File: config.mk
export PLATFORM = sky130hd
export DESIGN_NAME = string_bucket_hash_top_flat
export DESIGN_NICKNAME = d
export VERILOG_FILES = /design/src/hdl/sbh_pkg.sv /design/src/hdl/sbh_if.sv /design/src/hdl/sbh_acc.sv /design/src/hdl/sbh_div.sv /design/src/hdl/string_bucket_hash_top.sv /design/src/flat_wrapper.sv
export SDC_FILE = /design/constraint.sdc
export NUM_CORES = 1
export LEC_CHECK = 0
export ABC_AREA = 1
export BUFFER_PORTS_ARGS = -buffer_cell sky130_fd_sc_hd__buf_2
export CORE_MARGIN = 3
export CORE_UTILIZATION = 50
export CTS_CLUSTER_DIAMETER = 80
export DETAILED_ROUTE_END_ITERATION = 12
export GPL_TIMING_DRIVEN = 0
export PLACE_DENSITY = 0.68
export SLEW_MARGIN = 10
export SYNTH_ARGS = -nofsm -noshare
export SYNTH_HDL_FRONTEND = slang
export SYNTH_HIERARCHICAL = 1
export SYNTH_SLANG_ARGS = --single-unit
File: constraint.sdc
create_clock -name clk -period 4.15 [get_ports clk]
set_input_delay 0.2075 -clock clk [delete_from_list [all_inputs] [get_ports clk]]
set_output_delay 0.2075 -clock clk [all_outputs]
set_load 0.005 [all_outputs]
File: src/hdl/sbh_pkg.sv
// ----------------------------------------------------------------------------
// sbh_pkg: shared constants and types for the string bucket hash
// Widths, register indexes, reset values and the divider status record.
// ----------------------------------------------------------------------------
package sbh_pkg;

    // field widths
    localparam int ACC_W       = 32;
    localparam int CHAR_W      = 8;
    localparam int CFG_INDEX_W = 1;
    localparam int CFG_DATA_W  = 32;
    localparam int DIV_CNT_W   = $clog2(ACC_W);

    // register indexes
    localparam logic [CFG_INDEX_W-1:0] REG_BUCKET_COUNT = 1'b0;
    localparam logic [CFG_INDEX_W-1:0] REG_CASE_FOLD    = 1'b1;

    // register reset values
    localparam logic [ACC_W-1:0] BUCKET_COUNT_RESET = 32'd1024;
    localparam logic             CASE_FOLD_RESET    = 1'b0;

    // hash constants
    localparam int HASH_SHIFT_LEFT  = 3;
    localparam int HASH_SHIFT_RIGHT = 28;
    localparam logic [CHAR_W-1:0] UPPER_FIRST = 8'h41;
    localparam logic [CHAR_W-1:0] UPPER_LAST  = 8'h5A;
    localparam logic [CHAR_W-1:0] LOWER_FIRST = 8'h61;

    // divider status seen by the top level
    typedef struct packed {
        logic busy;   // no new dividend can be taken
        logic done;   // remainder is valid and waiting
    } div_status_t;

endpackage

File: src/hdl/sbh_if.sv
// ----------------------------------------------------------------------------
// sbh_if: item channels of the string bucket hash
// Valid/ready channels for the incoming characters and the outgoing buckets.
// ----------------------------------------------------------------------------
interface sbh_char_if;
    logic                                valid;
    logic                                ready;
    logic signed [sbh_pkg::CHAR_W-1:0]   char_code;

    modport source (output valid, output char_code, input ready);
    modport sink   (input valid, input char_code, output ready);
endinterface

interface sbh_bucket_if;
    logic                          valid;
    logic                          ready;
    logic [sbh_pkg::ACC_W-1:0]     bucket;

    modport source (output valid, output bucket, input ready);
    modport sink   (input valid, input bucket, output ready);
endinterface

File: src/hdl/sbh_acc.sv
// ----------------------------------------------------------------------------
// sbh_acc: hash accumulator
// Folds one character per cycle, while en is high, into the 32-bit shift-add hash.
// ----------------------------------------------------------------------------
module sbh_acc (
    input  logic                              clk,
    input  logic                              rst_n,
    input  logic                              en,
    input  logic                              clr,
    input  logic                              case_fold,
    input  logic signed [sbh_pkg::CHAR_W-1:0] char_code,
    output logic [sbh_pkg::ACC_W-1:0]         acc
);
    import sbh_pkg::*;

    logic [CHAR_W-1:0] char_fold;
    logic [ACC_W-1:0]  char_ext;
    logic [ACC_W-1:0]  acc_reg;
    logic [ACC_W-1:0]  acc_next;

    // optional upper to lower case mapping
    always_comb
    begin
        char_fold = char_code;
        if (case_fold && (char_code inside {[UPPER_FIRST:UPPER_LAST]}))
        begin
            char_fold = char_code - UPPER_FIRST + LOWER_FIRST;
        end
    end

    // sign extension
    assign char_ext = {{(ACC_W-CHAR_W){char_fold[CHAR_W-1]}}, char_fold};

    // acc*9 + (acc>>28) + char, wrapping; clr clears to zero
    always_comb
    begin
        acc_next = acc_reg;
        if (clr)
        begin
            acc_next = '0;
        end
        else if (en)
        begin
            acc_next = acc_reg + (acc_reg << HASH_SHIFT_LEFT)
                     + (acc_reg >> HASH_SHIFT_RIGHT) + char_ext;
        end
    end

    always_ff @(posedge clk or negedge rst_n)
    begin
        if (!rst_n)
        begin
            acc_reg <= '0;
        end
        else
        begin
            acc_reg <= acc_next;
        end
    end

    assign acc = acc_reg;

endmodule

File: src/hdl/sbh_div.sv
// ----------------------------------------------------------------------------
// sbh_div: bit-serial remainder unit
// Restoring division, one dividend bit per cycle; keeps only the remainder.
// ----------------------------------------------------------------------------
module sbh_div (
    input  logic                      clk,
    input  logic                      rst_n,
    input  logic                      start,
    input  logic                      take,
    input  logic [sbh_pkg::ACC_W-1:0] dividend,
    input  logic [sbh_pkg::ACC_W-1:0] divisor,
    output logic [sbh_pkg::ACC_W-1:0] rem,
    output sbh_pkg::div_status_t      status
);
    import sbh_pkg::*;

    localparam logic [1:0] ST_IDLE = 2'd0;
    localparam logic [1:0] ST_RUN  = 2'd1;
    localparam logic [1:0] ST_DONE = 2'd2;
    localparam logic [DIV_CNT_W-1:0] CNT_LAST = DIV_CNT_W'(ACC_W - 1);

    logic [1:0]           state_reg, state_next;
    logic [DIV_CNT_W-1:0] cnt_reg, cnt_next;
    logic [ACC_W-1:0]     rem_reg, rem_next;
    logic [ACC_W-1:0]     dvd_reg, dvd_next;
    logic [ACC_W:0]       shifted;
    logic [ACC_W:0]       diff;

    // one restoring step
    assign shifted = {rem_reg, dvd_reg[ACC_W-1]};
    assign diff    = shifted - {1'b0, divisor};

    // sequencer
    always_comb
    begin
        state_next = state_reg;
        cnt_next   = cnt_reg;
        rem_next   = rem_reg;
        dvd_next   = dvd_reg;
        case (state_reg)
            ST_IDLE:
            begin
                if (start)
                begin
                    rem_next   = '0;
                    dvd_next   = dividend;
                    cnt_next   = '0;
                    state_next = ST_RUN;
                end
            end
            ST_RUN:
            begin
                rem_next = (shifted >= {1'b0, divisor}) ? diff[ACC_W-1:0]
                                                        : shifted[ACC_W-1:0];
                dvd_next = dvd_reg << 1;
                cnt_next = cnt_reg + 1'b1;
                if (cnt_reg == CNT_LAST)
                begin
                    state_next = ST_DONE;
                end
            end
            ST_DONE:
            begin
                if (take)
                begin
                    state_next = ST_IDLE;
                end
            end
            default:
            begin
                state_next = ST_IDLE;
            end
        endcase
    end

    always_ff @(posedge clk or negedge rst_n)
    begin
        if (!rst_n)
        begin
            state_reg <= ST_IDLE;
            cnt_reg   <= '0;
        end
        else
        begin
            state_reg <= state_next;
            cnt_reg   <= cnt_next;
        end
    end

    // datapath, no reset
    always_ff @(posedge clk)
    begin
        rem_reg <= rem_next;
        dvd_reg <= dvd_next;
    end

    assign rem         = rem_reg;
    assign status.busy = (state_reg != ST_IDLE);
    assign status.done = (state_reg == ST_DONE);

endmodule

File: src/hdl/string_bucket_hash_top.sv
// ----------------------------------------------------------------------------
// string_bucket_hash_top: bucket number of a name streamed by character
// Shift-add string hash reduced modulo a configurable bucket count.
// ----------------------------------------------------------------------------
// Usage:
//   chars carries one signed character per item; a zero character ends
//   the name. buckets carries one item per name: the hash modulo
//   bucket_count. Registers (cfg_we/cfg_index/cfg_data): index 0 is
//   bucket_count, index 1 is case_fold; write them only while idle.
// Timing:
//   a non-zero character is taken every cycle while chars.ready is high
//   and updates the registered hash. The terminator starts the bit-serial
//   remainder unit, which works through the dividend one bit at a time;
//   chars.ready is low while the unit runs and while the remainder waits
//   in it to move to the output register. The bucket is loaded into the
//   output register from the unit's done state once that register is free.
// Stalls:
//   while a bucket waits in the output register, characters of the next
//   name are still taken; a finished remainder waits in the unit until the
//   output register is free, and chars.ready stays low meanwhile.
// Reset:
//   clears the hash, the handshake state and sets bucket_count to 1024 and
//   case_fold to 0.
// ----------------------------------------------------------------------------
module string_bucket_hash_top (
    input  logic                                clk,
    input  logic                                rst_n,
    input  logic                                cfg_we,
    input  logic [sbh_pkg::CFG_INDEX_W-1:0]     cfg_index,
    input  logic [sbh_pkg::CFG_DATA_W-1:0]      cfg_data,
    sbh_char_if.sink                            chars,
    sbh_bucket_if.source                        buckets
);
    import sbh_pkg::*;

    logic [ACC_W-1:0] bucket_count_reg;
    logic             case_fold_reg;
    logic             in_take;
    logic             name_end;
    logic [ACC_W-1:0] acc;
    logic [ACC_W-1:0] rem;
    div_status_t      div_status;
    logic             div_take;
    logic             out_valid_reg, out_valid_next;
    logic [ACC_W-1:0] bucket_reg;

    // configuration registers
    always_ff @(posedge clk or negedge rst_n)
    begin
        if (!rst_n)
        begin
            bucket_count_reg <= BUCKET_COUNT_RESET;
            case_fold_reg    <= CASE_FOLD_RESET;
        end
        else if (cfg_we)
        begin
            case (cfg_index)
                REG_BUCKET_COUNT: bucket_count_reg <= cfg_data[ACC_W-1:0];
                REG_CASE_FOLD:    case_fold_reg    <= cfg_data[0];
                default:          ;
            endcase
        end
    end

    // input handshake
    assign chars.ready = !div_status.busy;
    assign in_take     = chars.valid && chars.ready;
    assign name_end    = (chars.char_code == '0);

    sbh_acc u_acc (
        .clk       (clk),
        .rst_n     (rst_n),
        .en        (in_take && !name_end),
        .clr       (in_take && name_end),
        .case_fold (case_fold_reg),
        .char_code (chars.char_code),
        .acc       (acc)
    );

    sbh_div u_div (
        .clk      (clk),
        .rst_n    (rst_n),
        .start    (in_take && name_end),
        .take     (div_take),
        .dividend (acc),
        .divisor  (bucket_count_reg),
        .rem      (rem),
        .status   (div_status)
    );

    // output register
    assign div_take = div_status.done && (!out_valid_reg || buckets.ready);

    always_comb
    begin
        out_valid_next = out_valid_reg;
        if (div_take)
        begin
            out_valid_next = 1'b1;
        end
        else if (buckets.ready)
        begin
            out_valid_next = 1'b0;
        end
    end

    always_ff @(posedge clk or negedge rst_n)
    begin
        if (!rst_n)
        begin
            out_valid_reg <= 1'b0;
        end
        else
        begin
            out_valid_reg <= out_valid_next;
        end
    end

    always_ff @(posedge clk)
    begin
        if (div_take)
        begin
            bucket_reg <= rem;
        end
    end

    assign buckets.valid  = out_valid_reg;
    assign buckets.bucket = bucket_reg;

endmodule
File: src/flat_wrapper.sv
// flat-port wrapper written by rule: the top's interface ports become plain ports
module string_bucket_hash_top_flat import sbh_pkg::*;
  (clk, rst_n, cfg_we, cfg_index, cfg_data, chars_valid, chars_char_code, chars_ready, buckets_valid, buckets_bucket, buckets_ready);
  sbh_char_if chars_i ();
  sbh_bucket_if buckets_i ();
  input  logic clk;
  input  logic rst_n;
  input  logic cfg_we;
  input  logic [sbh_pkg::CFG_INDEX_W-1:0] cfg_index;
  input  logic [sbh_pkg::CFG_DATA_W-1:0] cfg_data;
  input wire logic [$bits(chars_i.valid)-1:0] chars_valid;
  input wire logic [$bits(chars_i.char_code)-1:0] chars_char_code;
  output wire logic [$bits(chars_i.ready)-1:0] chars_ready;
  output wire logic [$bits(buckets_i.valid)-1:0] buckets_valid;
  output wire logic [$bits(buckets_i.bucket)-1:0] buckets_bucket;
  input wire logic [$bits(buckets_i.ready)-1:0] buckets_ready;
  assign chars_i.valid = chars_valid;
  assign chars_i.char_code = chars_char_code;
  assign chars_ready = chars_i.ready;
  assign buckets_valid = buckets_i.valid;
  assign buckets_bucket = buckets_i.bucket;
  assign buckets_i.ready = buckets_ready;
  string_bucket_hash_top u_core (.clk(clk), .rst_n(rst_n), .cfg_we(cfg_we), .cfg_index(cfg_index), .cfg_data(cfg_data), .chars(chars_i), .buckets(buckets_i));
endmodule
==> impl_metrics.toml <==
[outcome]
status = "finished clean"

[setup_path]
reg2reg_from = "u_core/case_fold_reg"
r2r_slack_ns = 0.56
ff2ff_path_depth = 18
cp_common_cell = "nand2_1"
critPathMaxStageDelay_ns = 0.45
path_cells = "nand2_1, nor2_2, nand4_2, nand2_2, buf_6, buf_4, fa_1, ha_1, ha_1, inv_1, nor3_1, nand2_1, nor3_1, a21oi_2, inv_1, nand2_1, nand3_1, nand2_1"
crit_family = "simple AND/OR/NAND/NOR gates"
crit_fanout = 10
startpoint = "u_core/case_fold_reg"
slowest_stage = "fa_1"
worstPathArrival_ns = 3.92
worstSetupPathDepth = 18
critPathCaptureType = "register"
timing.rr.end = "u_core/u_acc/acc[31]"
critPathKind = "register to register"
crit_path_start_kind = "register"
endpoint = "u_core/u_acc/acc[31]"
critical_path_required_ns = 4.48
crit_buf_inv = 4

[floorplan]
dieArea_mm2 = 0.0280
die_w_um = 167
initial_core_util_pct = 51.2
fp-row-count = 58
core_mm2 = 0.0254
io_pins = 80
die_h_um = 167

[power]
power.internal_mw = 5.93
power_leakage_nw = 7.51
pwr-share-seq_pct = 20.4
clkPwrFrac_pct = 13.7
p_total_mw = 11.9
power.switching_mw = 5.96
switching_share_pct = 50.1
p_per_area_mw_per_mm2 = 815
ir_drop_mv = 0.914
combPwrFrac_pct = 65.9

[sta]
hold-worst-slack_ns = 0.0122
worstMarginPinSlew_ns = 0.966
rsz0062_at_grt = "no"
finalSetupViolations = 0
period_share_pct = 86.5
hold_viol = 0
maxSlewViolCount = 0
max_slew_margin_pct = 35.1
fmax_ghz = 0.279
fin_skew_ns = 0.0171
layout_min_cycle_time_ns = 3.59

[routing]
via_count = 11000
drt_wl_total_mm = 33.6
firstDrtPassIters = 5
route.detailed.drc = 0
antenna_left = 0
vias_per_cell = 5.08
wire_per_inst_um = 15.6
drt_iter0_markers = 688

[grt]
grt_pass1_wl_mm = 55.0
overflow = 0
grt_max_degree = 56
grt_pass1_vias = 10900
antenna_found_initial = 0
grt.total_usage_pct = 24.5

[synthesis]
synthTopCellsByArea = "edfxtp_1, nand2_1, dfrtp_1"
synth.top_cell.area_share_pct = 22.1
synth_top_area_cell = "edfxtp_1"
yosys_warnings = 6
ys_seq_area_share_pct = 36.2
synth_area_per_cell_um2 = 7.62
netlist_area_mm2 = 0.0130
syn_inst = 1708
synth_nets = 1881
ys_types = 50
ys_seq_elements = 169

[cts]
root_buffer = "clkbuf_16"
cts_tree = "built"
clock_sinks = 169
clock_path_buffers = 2
clk_latency_ns = 0.44
post_cts_buffers = 0
clk_pin_slew_ns = 0.08
post_cts_resized = 0
cts_made_buffers = 17
htree_levels = 4

[job]
max_cap_violations = 0

[finish]
area_growth_pct = 12.0
antenna_cells = 0
drive_gt1_share_pct = 13.4
nets = 1990

[placement]
numPortBuffers = 78
place.detailed.hpwl_mm = 26.2
place_congestion = 0.996

[min_path]
min_path_type = "input port to register"
==> Yosys cell counts, drive strengths merged <==
cell,instances
nand2,590
a21boi,4
clkinv,1
xor2,41
buf,30
and2,11
ha,116
nand3,102
or2,5
xnor2,2
nor3,10
edfxtp,96
a221oi,1
nand3b,19
dfrtp,72
fa,11
nand4,8
a21o,32
inv,245
o31ai,4
clkbuf,9
a21oi,62
a22o,2
a31oi,4
o22ai,4
o21bai,5
o21ai,47
nor2,174
dfstp,1
==> cells in the final DEF (no fill, tap or decap), types with 32 or more instances in the layout <==
| master | instances |
|---|---|
| nand2_2 | 44 |
| nand2_1 | 543 |
| nand3_1 | 84 |
| edfxtp_1 | 96 |
| o21ai_0 | 32 |
| a21o_1 | 32 |
| a21oi_1 | 56 |
| inv_1 | 235 |
| xor2_1 | 41 |
| nor2_1 | 162 |
| ha_1 | 116 |
| dfrtp_1 | 72 |
| buf_2 | 86 |
==> logic make-up (layout without fill, tap and decap cells) <==
logic type | Yosys count | in the layout | share of synthesized area, %
DFF | 169 | 169 | 36.2
adders and majority gates | 127 | 127 | 12.8
xor gates and xnor gates | 43 | 43 | 2.89
and+or+nand+nor | 919 | 919 | 30.7
AOI/OAI and AO/OA | 165 | 165 | 7.89
buffers and inverters | 285 | 407 | 9.51
==> routing by layer <==
layer  GRT usage (%)  vias up  routed length [µm]
li1                -     5662                   -
met3            3.16       48                1030
met4            7.79        0                 869
met2            45.6      204               17500
met1            29.1     5066               14200
met5               0        -                   0
==> repair_timing <==
| item | 4_1_cts | 5_1_grt |
|---|---|---|
| hold endpoints to repair | 26 | 0 |
| setup endpoints to repair | 0 | 0 |
| hold buffers | 9 | 0 |
==> worst register-to-register path: stages (launching register included) <==
cell and delay [ns]:
dfrtp_1 0.42, nand2_1 0.09, nor2_2 0.16, nand4_2 0.20
nand2_2 0.16, buf_6 0.19, buf_4 0.25, fa_1 0.45
ha_1 0.30, ha_1 0.29, inv_1 0.10, nor3_1 0.26
nand2_1 0.12, nor3_1 0.20, a21oi_2 0.11, inv_1 0.06
nand2_1 0.05, nand3_1 0.06, nand2_1 0.05
==> stage by stage <==
stage	TNS (ns)	std cells	utilization, %	worst slack [ns]	instance area, µm²
6_report	0	2160	57.4	0.561	14600
5_1_grt	0	2160	57.4	0.249	14600
4_1_cts	0	2160	57.4	0.591	14600
3_5_place_dp	0	2119	54.8	0.593	13900
3_3_place_gp	-31.24	2116	54.4	-0.479	13800
2_1_floorplan	0	1708	-	0.955	13000
==> worst min path at each step <==
stage                       from                           to  slack (ns)  depth (start not counted)
floorplan                  rst_n   u_core/bucket_count_reg[0]       -0.09                          0
global placement    cfg_data[26]  u_core/bucket_count_reg[26]        0.44                          3
detailed placement         rst_n  u_core/bucket_count_reg[12]        0.13                          1
CTS                 cfg_data[27]  u_core/bucket_count_reg[27]      0.0005                          3
global route        cfg_data[11]  u_core/bucket_count_reg[11]       0.007                          3
finish              cfg_data[27]  u_core/bucket_count_reg[27]        0.01                          3
==> power groups by stage <==
| stage | clock, mW | sequential [mW] | combinational [mW] |
|---|---|---|---|
| 2_1_floorplan | 0 | 2.35 | 6.02 |
| 3_3_place_gp | 0 | 2.46 | 7.55 |
| 3_5_place_dp | 0 | 2.46 | 7.71 |
| 4_1_cts | 1.66 | 2.43 | 7.78 |
| 5_1_grt | 1.73 | 2.47 | 8.89 |
| 6_report | 1.62 | 2.43 | 7.84 |
==> layout make-up <==
cell class / instances / area (µm²)
Buffer: 39 / 312
Clock buffer: 19 / 433
Clock inverter: 13 / 145
Fill cell: 2440 / 10800
Inverter: 246 / 926
Multi-Input combinational cell: 1254 / 7090
Sequential cell: 169 / 4710
Tap cell: 330 / 413
Timing Repair Buffer: 90 / 551
No activity file was read; power rests on OpenSTA's default activity.
